### config.mk
export PLATFORM = sky130hd
export DESIGN_NAME = nearest_first_bounded_list
export DESIGN_NICKNAME = d
export VERILOG_FILES = /design/src/hw/rtl/nfbl_pkg.sv /design/src/hw/rtl/nearest_first_bounded_list.sv /design/src/hw/rtl/nfbl_front.sv /design/src/hw/rtl/nfbl_queue.sv /design/src/hw/rtl/nfbl_back.sv
export SDC_FILE = /design/constraint.sdc
export NUM_CORES = 2
export LEC_CHECK = 0
export BUFFER_PORTS_ARGS = -buffer_cell sky130_fd_sc_hd__buf_2
export CORE_MARGIN = 2
export CORE_UTILIZATION = 25
export CTS_CLUSTER_DIAMETER = 80
export CTS_CLUSTER_SIZE = 30
export DETAILED_ROUTE_END_ITERATION = 8
export PLACE_DENSITY = 0.36
export SLEW_MARGIN = 20
export SYNTH_ARGS = -nofsm -noshare
export SYNTH_HDL_FRONTEND = slang
export SYNTH_SLANG_ARGS = --single-unit
### constraint.sdc
create_clock -name clk -period 43.3 [get_ports clk]
set_input_delay 0 -clock clk [delete_from_list [all_inputs] [get_ports clk]]
set_output_delay 0 -clock clk [all_outputs]
set_load 0.02 [all_outputs]
### src/hw/rtl/nfbl_pkg.sv
`timescale 1ns / 1ps

package nfbl_pkg;

    // list size default and queue depth between front and back
    localparam int MAX_ENTRIES_DEF = 16;
    localparam int QUEUE_DEPTH     = 2;

    // field widths
    localparam int CMD_W      = 2;
    localparam int INDEX_W    = 4;
    localparam int DIST_W     = 16;
    localparam int CALL_W     = 64;
    localparam int TYPE_W     = 32;
    localparam int ALT_W      = 17;
    localparam int BEAR_W     = 12;
    localparam int SPEED_W    = 14;
    localparam int TRACK_W    = 12;
    localparam int AGE_W      = 16;
    localparam int MOTION_W   = ALT_W + BEAR_W + SPEED_W + TRACK_W;
    localparam int SLOT_W     = 4;
    localparam int KEPT_W     = 5;
    localparam int OFFERED_W  = 16;

    // stream widths; tdata is padded to whole bytes
    localparam int S_TDATA_W  = 192;
    localparam int S_TUSER_W  = CMD_W;
    localparam int M_TDATA_W  = 208;
    localparam int M_TUSER_W  = 1;

    // command codes on the input tuser
    localparam logic [CMD_W-1:0] CMD_CLEAR  = 2'd0;
    localparam logic [CMD_W-1:0] CMD_INSERT = 2'd1;
    localparam logic [CMD_W-1:0] CMD_READ   = 2'd2;
    localparam logic [CMD_W-1:0] CMD_NOP    = 2'd3;

    typedef enum logic [1:0] {
        OP_CLEAR,
        OP_INSERT,
        OP_READ,
        OP_NOP
    } op_t;

    typedef enum logic [2:0] {
        ST_IDLE,
        ST_FULL_CHECK,
        ST_WALK,
        ST_PLACE,
        ST_RESPOND
    } state_t;

    // one held record; motion is {track, speed, bearing, altitude}
    typedef struct packed {
        logic [AGE_W-1:0]    age;
        logic [MOTION_W-1:0] motion;
        logic [TYPE_W-1:0]   type_code;
        logic [CALL_W-1:0]   callsign;
        logic [DIST_W-1:0]   distance;
    } record_t;

    typedef struct packed {
        op_t                op;
        logic [INDEX_W-1:0] read_index;
        record_t            rec;
    } queue_item_t;

    typedef struct packed {
        logic full;
        logic empty;
    } queue_status_t;

    typedef struct packed {
        logic                 accepted;
        logic [SLOT_W-1:0]    slot;
        logic [KEPT_W-1:0]    kept_count;
        logic [OFFERED_W-1:0] offered_total;
        record_t              rec;
    } result_t;

endpackage

### src/hw/rtl/nearest_first_bounded_list.sv
`timescale 1ns / 1ps
// channel  | direction | tdata                                         | tuser
// s_*      | in        | index, distance, callsign, type, motion, age  | cmd
// m_*      | out       | slot, kept, offered, entry fields             | accepted
//
// clear, no-op and read go from idle straight to the response state; an insert adds
// a full check when the list is full, then a walk shifting each farther entry down the
// memory, then the new record's write; a dropped record skips to the response.
// the walk is set by the single write and single read port of the entry memory.
// reset empties the list and the offered total; entry contents are not cleared.
// a two-deep queue takes input transfers while the back end works or waits on m_tready.

module nearest_first_bounded_list
#(
    parameter int MAX_ENTRIES = nfbl_pkg::MAX_ENTRIES_DEF
)
(
    input  logic                           clk,
    input  logic                           rst_n,
    input  logic                           s_tvalid,
    output logic                           s_tready,
    // read_index, distance, callsign, type_code, altitude, bearing,
    // ground_speed, track_angle, position_age, zero pad
    input  logic [nfbl_pkg::S_TDATA_W-1:0] s_tdata,
    // cmd
    input  logic [nfbl_pkg::S_TUSER_W-1:0] s_tuser,
    output logic                           m_tvalid,
    input  logic                           m_tready,
    // slot, kept_count, offered_total, out_distance, out_callsign,
    // out_type_code, out_altitude, out_bearing, out_ground_speed,
    // out_track_angle, out_position_age
    output logic [nfbl_pkg::M_TDATA_W-1:0] m_tdata,
    // accepted
    output logic [nfbl_pkg::M_TUSER_W-1:0] m_tuser
);
    import nfbl_pkg::*;

    queue_status_t q_status;
    queue_item_t   push_item;
    queue_item_t   pop_item;
    logic          q_push;
    logic          q_pop;
    result_t       result;

    nfbl_front u_front
    (
        .s_tvalid (s_tvalid),
        .s_tready (s_tready),
        .s_tdata  (s_tdata),
        .s_tuser  (s_tuser),
        .q_status (q_status),
        .q_push   (q_push),
        .q_item   (push_item)
    );

    nfbl_queue u_queue
    (
        .clk       (clk),
        .rst_n     (rst_n),
        .push      (q_push),
        .push_item (push_item),
        .pop       (q_pop),
        .pop_item  (pop_item),
        .status    (q_status)
    );

    nfbl_back #(
        .MAX_ENTRIES (MAX_ENTRIES)
    ) u_back
    (
        .clk        (clk),
        .rst_n      (rst_n),
        .q_status   (q_status),
        .q_item     (pop_item),
        .q_pop      (q_pop),
        .out_ready  (m_tready),
        .out_valid  (m_tvalid),
        .out_result (result)
    );

    // pack the result transfer
    assign m_tdata = {result.rec.age, result.rec.motion, result.rec.type_code,
                      result.rec.callsign, result.rec.distance, result.offered_total,
                      result.kept_count, result.slot};
    assign m_tuser = result.accepted;

    // queue never written when full
    assert property (@(posedge clk) disable iff (!rst_n)
        q_push |-> !q_status.full)
    else $error("queue push while full");

    // queue never read when empty
    assert property (@(posedge clk) disable iff (!rst_n)
        q_pop |-> !q_status.empty)
    else $error("queue pop while empty");

    // a kept record was counted in the offered total
    assert property (@(posedge clk) disable iff (!rst_n)
        (m_tvalid && m_tuser[0]) |-> (m_tdata[24:9] != '0))
    else $error("accepted insert with zero offered total");

    // a dropped or non-insert result reports slot zero
    assert property (@(posedge clk) disable iff (!rst_n)
        (m_tvalid && !m_tuser[0]) |-> (m_tdata[3:0] == '0))
    else $error("slot set on a result that kept nothing");

endmodule

### src/hw/rtl/nfbl_front.sv
`timescale 1ns / 1ps

module nfbl_front
(
    input  logic                             s_tvalid,
    output logic                             s_tready,
    input  logic [nfbl_pkg::S_TDATA_W-1:0]   s_tdata,
    input  logic [nfbl_pkg::S_TUSER_W-1:0]   s_tuser,
    input  nfbl_pkg::queue_status_t          q_status,
    output logic                             q_push,
    output nfbl_pkg::queue_item_t            q_item
);
    import nfbl_pkg::*;

    // take a transfer whenever the queue has room
    assign s_tready = !q_status.full;
    assign q_push   = s_tvalid && !q_status.full;

    // classify the command and unpack the record; motion fields sit together in tdata
    always_comb
    begin
        unique case (s_tuser)
            CMD_CLEAR:  q_item.op = OP_CLEAR;
            CMD_INSERT: q_item.op = OP_INSERT;
            CMD_READ:   q_item.op = OP_READ;
            CMD_NOP:    q_item.op = OP_NOP;
        endcase
        q_item.read_index    = s_tdata[3:0];
        q_item.rec.distance  = s_tdata[19:4];
        q_item.rec.callsign  = s_tdata[83:20];
        q_item.rec.type_code = s_tdata[115:84];
        q_item.rec.motion    = s_tdata[170:116];
        q_item.rec.age       = s_tdata[186:171];
    end

endmodule

### src/hw/rtl/nfbl_queue.sv
`timescale 1ns / 1ps

module nfbl_queue
(
    input  logic                    clk,
    input  logic                    rst_n,
    input  logic                    push,
    input  nfbl_pkg::queue_item_t   push_item,
    input  logic                    pop,
    output nfbl_pkg::queue_item_t   pop_item,
    output nfbl_pkg::queue_status_t status
);
    import nfbl_pkg::*;

    localparam int PW = (QUEUE_DEPTH > 1) ? $clog2(QUEUE_DEPTH) : 1;
    localparam int LW = $clog2(QUEUE_DEPTH + 1);

    queue_item_t         slots_reg [QUEUE_DEPTH];
    logic [PW-1:0]       wr_ptr_reg, wr_ptr_next;
    logic [PW-1:0]       rd_ptr_reg, rd_ptr_next;
    logic [LW-1:0]       level_reg, level_next;

    // status and head item
    assign status.full  = (level_reg == LW'(QUEUE_DEPTH));
    assign status.empty = (level_reg == '0);
    assign pop_item     = slots_reg[rd_ptr_reg];

    // pointer and level update
    always_comb
    begin
        wr_ptr_next = wr_ptr_reg;
        rd_ptr_next = rd_ptr_reg;
        level_next  = level_reg;
        if (push)
        begin
            wr_ptr_next = (wr_ptr_reg == PW'(QUEUE_DEPTH - 1)) ? '0 : wr_ptr_reg + PW'(1);
        end
        if (pop)
        begin
            rd_ptr_next = (rd_ptr_reg == PW'(QUEUE_DEPTH - 1)) ? '0 : rd_ptr_reg + PW'(1);
        end
        if (push && !pop)
        begin
            level_next = level_reg + LW'(1);
        end
        else if (pop && !push)
        begin
            level_next = level_reg - LW'(1);
        end
    end

    always_ff @(posedge clk or negedge rst_n)
    begin
        if (!rst_n)
        begin
            wr_ptr_reg <= '0;
            rd_ptr_reg <= '0;
            level_reg  <= '0;
        end
        else
        begin
            wr_ptr_reg <= wr_ptr_next;
            rd_ptr_reg <= rd_ptr_next;
            level_reg  <= level_next;
        end
    end

    // item storage
    always_ff @(posedge clk)
    begin
        if (push)
        begin
            slots_reg[wr_ptr_reg] <= push_item;
        end
    end

endmodule

### src/hw/rtl/nfbl_back.sv
`timescale 1ns / 1ps

module nfbl_back
#(
    parameter int MAX_ENTRIES = nfbl_pkg::MAX_ENTRIES_DEF
)
(
    input  logic                    clk,
    input  logic                    rst_n,
    input  nfbl_pkg::queue_status_t q_status,
    input  nfbl_pkg::queue_item_t   q_item,
    output logic                    q_pop,
    input  logic                    out_ready,
    output logic                    out_valid,
    output nfbl_pkg::result_t       out_result
);
    import nfbl_pkg::*;

    localparam int AW   = (MAX_ENTRIES > 1) ? $clog2(MAX_ENTRIES) : 1;
    localparam int CW   = $clog2(MAX_ENTRIES + 1);
    localparam int CMPW = (CW > INDEX_W) ? CW : INDEX_W;
    localparam int KW   = CW + KEPT_W;
    localparam int SW   = AW + SLOT_W;
    localparam logic [AW-1:0] LAST = AW'(MAX_ENTRIES - 1);

    // entry store
    record_t            mem [MAX_ENTRIES];
    record_t            rd_data_reg;
    logic               rd_en;
    logic [AW-1:0]      rd_addr;
    logic               wr_en;
    logic [AW-1:0]      wr_addr;
    record_t            wr_data;

    state_t             state_reg, state_next;
    queue_item_t        item_reg, item_next;
    logic [AW-1:0]      at_reg, at_next;
    logic [CW-1:0]      count_reg, count_next;
    logic [OFFERED_W-1:0] offered_reg, offered_next;
    logic               acc_reg, acc_next;
    logic               hit_reg, hit_next;
    logic               out_valid_reg, out_valid_next;
    result_t            out_reg, out_next;

    logic               out_free;
    logic [CMPW-1:0]    ridx_ext;
    logic [CMPW-1:0]    count_ext;
    logic [KW-1:0]      kept_ext;
    logic [SW-1:0]      slot_ext;

    assign out_free   = !out_valid_reg || out_ready;
    assign ridx_ext   = CMPW'(q_item.read_index);
    assign count_ext  = CMPW'(count_reg);
    assign kept_ext   = KW'(count_reg);
    assign slot_ext   = SW'(at_reg);
    assign out_valid  = out_valid_reg;
    assign out_result = out_reg;

    // sequencer: decode, full check, shift walk, placement, response
    always_comb
    begin
        state_next     = state_reg;
        item_next      = item_reg;
        at_next        = at_reg;
        count_next     = count_reg;
        offered_next   = offered_reg;
        acc_next       = acc_reg;
        hit_next       = hit_reg;
        out_valid_next = out_valid_reg;
        out_next       = out_reg;
        q_pop          = 1'b0;
        rd_en          = 1'b0;
        rd_addr        = at_reg - AW'(1);
        wr_en          = 1'b0;
        wr_addr        = at_reg;
        wr_data        = item_reg.rec;

        if (out_valid_reg && out_ready)
        begin
            out_valid_next = 1'b0;
        end

        unique case (state_reg)
            ST_IDLE:
            begin
                if (!q_status.empty)
                begin
                    q_pop      = 1'b1;
                    item_next  = q_item;
                    acc_next   = 1'b0;
                    hit_next   = 1'b0;
                    state_next = ST_RESPOND;
                    unique case (q_item.op)
                        OP_CLEAR:
                        begin
                            count_next   = '0;
                            offered_next = '0;
                        end
                        OP_READ:
                        begin
                            hit_next = (ridx_ext < count_ext);
                            rd_en    = (ridx_ext < count_ext);
                            rd_addr  = ridx_ext[AW-1:0];
                        end
                        OP_INSERT:
                        begin
                            if (offered_reg != '1)
                            begin
                                offered_next = offered_reg + OFFERED_W'(1);
                            end
                            if (count_reg == CW'(MAX_ENTRIES))
                            begin
                                // full: compare against the farthest entry first
                                at_next    = LAST;
                                rd_en      = 1'b1;
                                rd_addr    = LAST;
                                state_next = ST_FULL_CHECK;
                            end
                            else
                            begin
                                at_next    = count_reg[AW-1:0];
                                count_next = count_reg + CW'(1);
                                if (count_reg == '0)
                                begin
                                    state_next = ST_PLACE;
                                end
                                else
                                begin
                                    rd_en      = 1'b1;
                                    rd_addr    = AW'(count_reg - CW'(1));
                                    state_next = ST_WALK;
                                end
                            end
                        end
                        OP_NOP:
                        begin
                        end
                    endcase
                end
            end

            ST_FULL_CHECK:
            begin
                if (item_reg.rec.distance >= rd_data_reg.distance)
                begin
                    state_next = ST_RESPOND;
                end
                else if (at_reg == '0)
                begin
                    state_next = ST_PLACE;
                end
                else
                begin
                    rd_en      = 1'b1;
                    rd_addr    = at_reg - AW'(1);
                    state_next = ST_WALK;
                end
            end

            ST_WALK:
            begin
                // read data holds the entry just above the hole
                if (rd_data_reg.distance > item_reg.rec.distance)
                begin
                    wr_en   = 1'b1;
                    wr_data = rd_data_reg;
                    at_next = at_reg - AW'(1);
                    if (at_reg == AW'(1))
                    begin
                        state_next = ST_PLACE;
                    end
                    else
                    begin
                        rd_en   = 1'b1;
                        rd_addr = at_reg - AW'(2);
                    end
                end
                else
                begin
                    wr_en      = 1'b1;
                    acc_next   = 1'b1;
                    state_next = ST_RESPOND;
                end
            end

            ST_PLACE:
            begin
                wr_en      = 1'b1;
                acc_next   = 1'b1;
                state_next = ST_RESPOND;
            end

            ST_RESPOND:
            begin
                if (out_free)
                begin
                    out_valid_next         = 1'b1;
                    out_next.accepted      = acc_reg;
                    out_next.slot          = acc_reg ? slot_ext[SLOT_W-1:0] : '0;
                    out_next.kept_count    = kept_ext[KEPT_W-1:0];
                    out_next.offered_total = offered_reg;
                    out_next.rec           = hit_reg ? rd_data_reg : '0;
                    state_next             = ST_IDLE;
                end
            end

            default:
            begin
                state_next = ST_IDLE;
            end
        endcase
    end

    always_ff @(posedge clk or negedge rst_n)
    begin
        if (!rst_n)
        begin
            state_reg     <= ST_IDLE;
            count_reg     <= '0;
            offered_reg   <= '0;
            acc_reg       <= 1'b0;
            hit_reg       <= 1'b0;
            out_valid_reg <= 1'b0;
        end
        else
        begin
            state_reg     <= state_next;
            count_reg     <= count_next;
            offered_reg   <= offered_next;
            acc_reg       <= acc_next;
            hit_reg       <= hit_next;
            out_valid_reg <= out_valid_next;
        end
    end

    // payload registers
    always_ff @(posedge clk)
    begin
        item_reg <= item_next;
        at_reg   <= at_next;
        out_reg  <= out_next;
    end

    // entry memory, registered read
    always_ff @(posedge clk)
    begin
        if (wr_en)
        begin
            mem[wr_addr] <= wr_data;
        end
        if (rd_en)
        begin
            rd_data_reg <= mem[rd_addr];
        end
    end

endmodule

* Word-level counts from Yosys, hierarchy flattened *
Memories as Yosys holds them, arrays and structs flattened. A register that Yosys moved wholly into a read port is not among the register bits.
Index checks and enable logic that the tools add are counted.
W data, S select, Z words.

word-level totals
  flip-flop bits (word level) = 427
  bits in writable memories = 3306
  input port bits = 198
  output and inout port bits = 211
  logic and storage cells = 143
  memories = 2

memories
  name               words  width  rd ports  clocked after memory_dff  wr ports  RTL line          source
  u_back.mem         16     183    1         1                         1         nfbl_back.sv:27   record_t mem [MAX_ENTRIES];
  u_queue.slots_reg  2      189    1         0                         1         nfbl_queue.sv:18  queue_item_t slots_reg [QUEUE_DEPTH];

cells by class
  add/sub/neg operators = 9
  magnitude comparators = 3
  eq/ne operators = 21
  muxes and demuxes = 56
  bitwise gates (word level) = 1
  reduce and logical (&&, ||, !) cells = 27

operators by type and width
  kind                     count
  $mux W183                2
  $mux W4                  9
  $pmux W16 S2             1
  $mux W1                  24
  $pmux W4 S2              3
  $mux W3                  7
  $add A16 B1 Y16 const B  1
  $ge A16 B16 Y1           1
  $gt A16 B16 Y1           1
  $mux W16                 1
  $ne A16 B16 Y1 const B   1
  $pmux W3 S5              1
  $reduce_and A4 Y1        3
  $pmux W5 S2              1
  $eq A2 B2 Y1 const B     4
  $ne A2 B2 Y1 const B     4
  $pmux W2 S4              1
  $sub A4 B1 Y4 const B    2
  $eq A3 B2 Y1 const B     2
  $logic_not A2 Y1         3
  $ne A2 B1 Y1 const B     3
  $pmux W1 S3              2
  $reduce_and A3 Y1        2
  $reduce_bool A2 Y1       3
  25 further kinds         35

* Longest topological paths before layout *
  word-level depth = 7
  gate-level depth with buffers = 19
  mapped depth without buffers = 12

* Hierarchy *
A second synthesis with hierarchy kept.

second synthesis, totals
  cell total of the unflattened synthesis = 8472
  area, all modules = 153943.9 µm²

by module, submodules not included
  module      times used  cells each  area an instance (µm²)  seq. area each (µm²)
  nfbl_back   1           7677        138301.4                105986.6
  nfbl_queue  1           604         14221.1                 11451.0
  nfbl_front  1           191         1421.4                  0.0

* Worst setup path before layout *
OpenSTA, ideal clock, no wires.

  path type = reg-to-reg
  start point = reg u_back.state_reg[1]
  end point = mem u_back.mem[0][0] (netlist name) (enable)
  setup time = 951 ps
  data arrival time = 13631 ps
  required time = 42349 ps
  setup slack = 28718 ps
  cell stages (with the launch flop) = 6
  buffers on the path = 2
  clock period less this slack = 14582 ps
  cell sequence = dfrtp_1 -> clkbuf_1 -> clkbuf_1 -> nor2b_1 -> nand2_1 -> nor3_1

on the way
  cells in the longest elaborated chain, start to end = 5

RTL lines
  item                                 RTL line          source
  start: declaration                   nfbl_back.sv:35   state_t state_reg, state_next;
  start signal: assignment             nfbl_back.sv:227  state_reg <= state_next;
  $eq A3 B2 Y1                         nfbl_back.sv:83   unique case (state_reg)
  $reduce_or A2 Y1 (no source line) *  --
  $mux W1 *                            --
  $mux W1 *                            nfbl_back.sv:247  if (wr_en)
  $mux W1 (implied by the code) *      nfbl_back.sv:249  mem[wr_addr] <= wr_data;
  end: declaration                     nfbl_back.sv:27

Every way passes the cells marked *; elsewhere a longest branch is shown, timed or not.

* Worst setup path in the final report *
  start point = reg, netlist name u_back.rd_data_reg[15]
  end point = reg, netlist name u_back.rd_data_reg[78]

on the way
  cells in the longest elaborated chain, start to end = 3

RTL lines
  item                                                     RTL line                            source
  $gt A16 B16 Y1 / $ge A16 B16 Y1 (equally long branches)  nfbl_back.sv:163, nfbl_back.sv:144
  $mux W1 (tied with other cells)                          nfbl_back.sv:163                    if (rd_data_reg.distance > item_reg.rec.distance)
  $pmux W1 S3 / $pmux W4 S2 (equally long branches)        nfbl_back.sv:83

Several ways; a longest one is shown, not always the timed one.
A chain may end at the register's enable or synchronous reset.

==> impl_metrics.csv <==
group,metric,value,unit
yosys,muxShareOfSynthArea,1.41,%
placed_design,port_buffers,403,
yosys,mappedNetlistArea,0.152,mm^2
worst_setup_path,r2r-start,"u_back.rd_data_reg[15]$_DFFE_PP_",
worst_setup_path,cp-start-kind,"flop",
final_layout,largest_register_ff_count,2928,
run,maxCapViolations,0,
worst_setup_path,end_kind,"flop",
routing,wire_per_inst,25.7,um
final_layout,nNetsFinal,11032,
clock_network,cts_tree,"done",
die,start_util,25.1,%
outcome,status,"completed",
clock_network,cts_root_buf,"clkbuf_16",
worst_setup_path,cp_common_cell,"buf_4",
yosys,yosysMostFrequentCell,"edfxtp_1",
yosys,synthAdderAreaFrac,0.280,%
yosys,ys.flop_type,"edfxtp_1",
sta,setup_tns,0,ns
yosys,yosys-top-cells-area,"edfxtp_1 (77%), nand2_1 (4.4%), a21oi_1 (3.6%)",
clock_network,h-tree-depth,4,
routing,drt_iter0_markers,7417,
clock_network,path_clk_slew,0.11,ns
die,die_y,783,um
global_route,overflow,0,
yosys,synth_top_area_cell,"edfxtp_1",
sta,finalCriticalPeriod,7.29,ns
yosys,synth_cells,10325,
yosys,synth_simple_gate_area_share,7.72,%
clock_network,clk_path_buf_depth,4,
worst_hold_path,holdCritPathClass,"input port to flop",
yosys,synth_compound_area_share,10.9,%
sta,skew,0.0598,ns
global_route,grt_use_total,15.4,%
sta,clock.fmax,137,MHz
clock_network,cts.sinks,3916,
clock_network,cts_buffers,225,
yosys,synth_seq_area_share,77.3,%
final_layout,drive_gt1_share,11.6,%
sta,fin_crit_sh,16.8,%
sta,maxSlewHeadroom,11.6,%
routing,routed_via_density,4.70,
routing,drt_wl_total,490000,um
routing,via_count,89555,
die,rows,286,
routing,firstDrtPassIters,5,
worst_setup_path,worstPathRequired,44.15,ns
die,core-area,0.606,mm^2
final_layout,syn_to_final_growth,15.3,%
sta,slew_violations,0,
worst_setup_path,worstPathCellList,"inv_1, ha_1, nand2_1, a2bb2oi_1, and3b_1, and3_1, a21o_4, buf_4, buf_4, buf_4, buf_4, and3_1, a211oi_1, a211oi_1, a311o_1",
worst_setup_path,path_buf_inv,5,
placed_design,gp_congestion,0.735,
final_layout,fin_util,28.9,%
worst_hold_path,hold_path.startpoint,"s_tvalid",
yosys,yosysWarnings,0,
global_route,grt_max_degree,215,
yosys,async_reset_ff_share,0.792,%
yosys,ys_types,68,
worst_setup_path,crit_type,"flop to flop",
yosys,synthTopCellsByCount,"edfxtp_1 (3,885), nand2_1 (1,793), a21oi_1 (1,080)",
global_route,antenna_found_initial,25,
clock_network,cts_setup_buffers,0,
placed_design,dpl.hpwl,259000,um
worst_setup_path,cp_slowest_cell,"buf_4",
worst_setup_path,cp.arrival,8.14,ns
sta,rsz0062_at_grt,"no",
clock_network,clk_latency,0.99,ns
global_route,grt_pass1_vias,90285,
sta,worstMarginPinSlew,1.33,ns
yosys,yosysTopAreaCellShare,76.8,%
yosys,yosys.area_share.xor_xnor,0.121,%
yosys,synth_top_family_by_area,"compound AO/OA/AOI/OAI gates",
worst_setup_path,cp_max_fo,81,
yosys,synth-seq-cells,3916,
routing,drc,0,
yosys,syn_area_per_cell,14.7,um^2
routing,antenna_left,0,
sta,hold_viol_final,0,
worst_setup_path,max_stage_delay,0.88,ns
worst_setup_path,crit_start,"u_back.rd_data_reg[15]$_DFFE_PP_",
sta,setup_violations,0,
global_route,grt_first_pass_wirelength,688000,um
yosys,synth-edff-count,3885,
die,die_x,783,um
worst_setup_path,cp_top_family,"buffers and inverters",
yosys,synth_fp_nets,10557,
die,ioPinCount,409,
die,die_area,0.614,mm^2
## through the flow
step | hold WS, ns | setup slack, ns | cell area, um^2 | cells
global placement | 0.130 | 36.01 | 163000 | 18251
global route | 0.173 | 35.67 | 175000 | 19061
CTS | 0.109 | 36.03 | 175000 | 19055
detailed placement | 0.141 | 36.02 | 163000 | 18251
floorplan | -0.296 | 28.72 | 152000 | 10325
finish | 0.229 | 36.01 | 175000 | 19069
## layout make-up
cell class	instances	area, um^2
diodes	14	35.0
clock buffers	237	5850
clock inverters	181	2560
fillers	60451	431000
inverters	31	124
multi-input cells	5618	31300
flip-flops and latches	3916	117000
well taps	8064	10100
repair buffers	1008	7790
## worst reg2reg max path, cell delays in order, from the launching register on
cell and delay [ns]:
edfxtp_1 0.44, inv_1 0.11, ha_1 0.28, nand2_1 0.10
a2bb2oi_1 0.46, and3b_1 0.28, and3_1 0.43, a21o_4 0.57
buf_4 0.81, buf_4 0.89, buf_4 0.82, buf_4 1.03
and3_1 0.37, a211oi_1 0.05, a211oi_1 0.31, a311o_1 0.18
## what timing repair did
action,CTS,global route
hold buffers,386,0
endpoints found under the hold margin,616,0
resized for setup,0,0
## metal layers
layer	routed length [um]	track usage (%)	vias up
li1	-	-	40255
met1	210000	19.9	46783
met2	248000	27.4	1986
met3	18500	1.70	527
met4	13800	4.13	4
met5	31	0	-
## final timing paths
kind | endpoint | depth (start not counted) | slack [ns]
worst max-delay path | u_back.rd_data_reg[78]$_DFFE_PP_ | 15 | 36.01
worst min-delay path | u_queue.slots_reg[1][12]$_DFFE_PP_ | 3 | 0.23
worst max register to register | u_back.rd_data_reg[78]$_DFFE_PP_ | 15 | 36.01
worst min register to register | u_back.out_result[189]$_DFFE_PP_ | 0 | 0.51
max in group asynchronous | u_back.hit_reg$_DFFE_PN0P_ | 5 | 42.47
min in group asynchronous | u_back.offered_reg[9]$_DFFE_PN0P_ | 5 | 0.60
## placed cells by master, fill, tap and decap left out, drive strengths merged, types with 7 or more instances in the layout
master       instances
a211oi             202
clkinvlp            11
nor3                10
edfxtp            3885
a22o               101
nand3              517
nand2b               8
diode               14
dlygate4sd3        385
a311o              101
a21oi             1081
nand4               10
xor2                13
nand2             1793
o311ai              83
buf                623
nor2                47
nor2b                7
clkinv              70
xnor2                8
and2               192
ha                  34
inv                125
mux2               187
dfrtp               31
and3               109
a31oi              209
a21boi              85
clkbuf             237
a211o               82
or3                  8
o21ai              442
a22oi              246
## kinds of logic (layout without fill, tap and decap cells)
kind of cell | Yosys count | in the layout
and+or+nand+nor | 2710 | 2710
AOI/OAI and AO/OA | 2662 | 2662
buffers and inverters | 791 | 1457
adders and majority gates | 34 | 34
DFF | 3916 | 3916
muxes | 191 | 191
xor gates and xnor gates | 21 | 21
other | 0 | 14
Power is not shown: default switching activity piles up to over one toggle a cycle in this logic, so the estimate is an artifact.
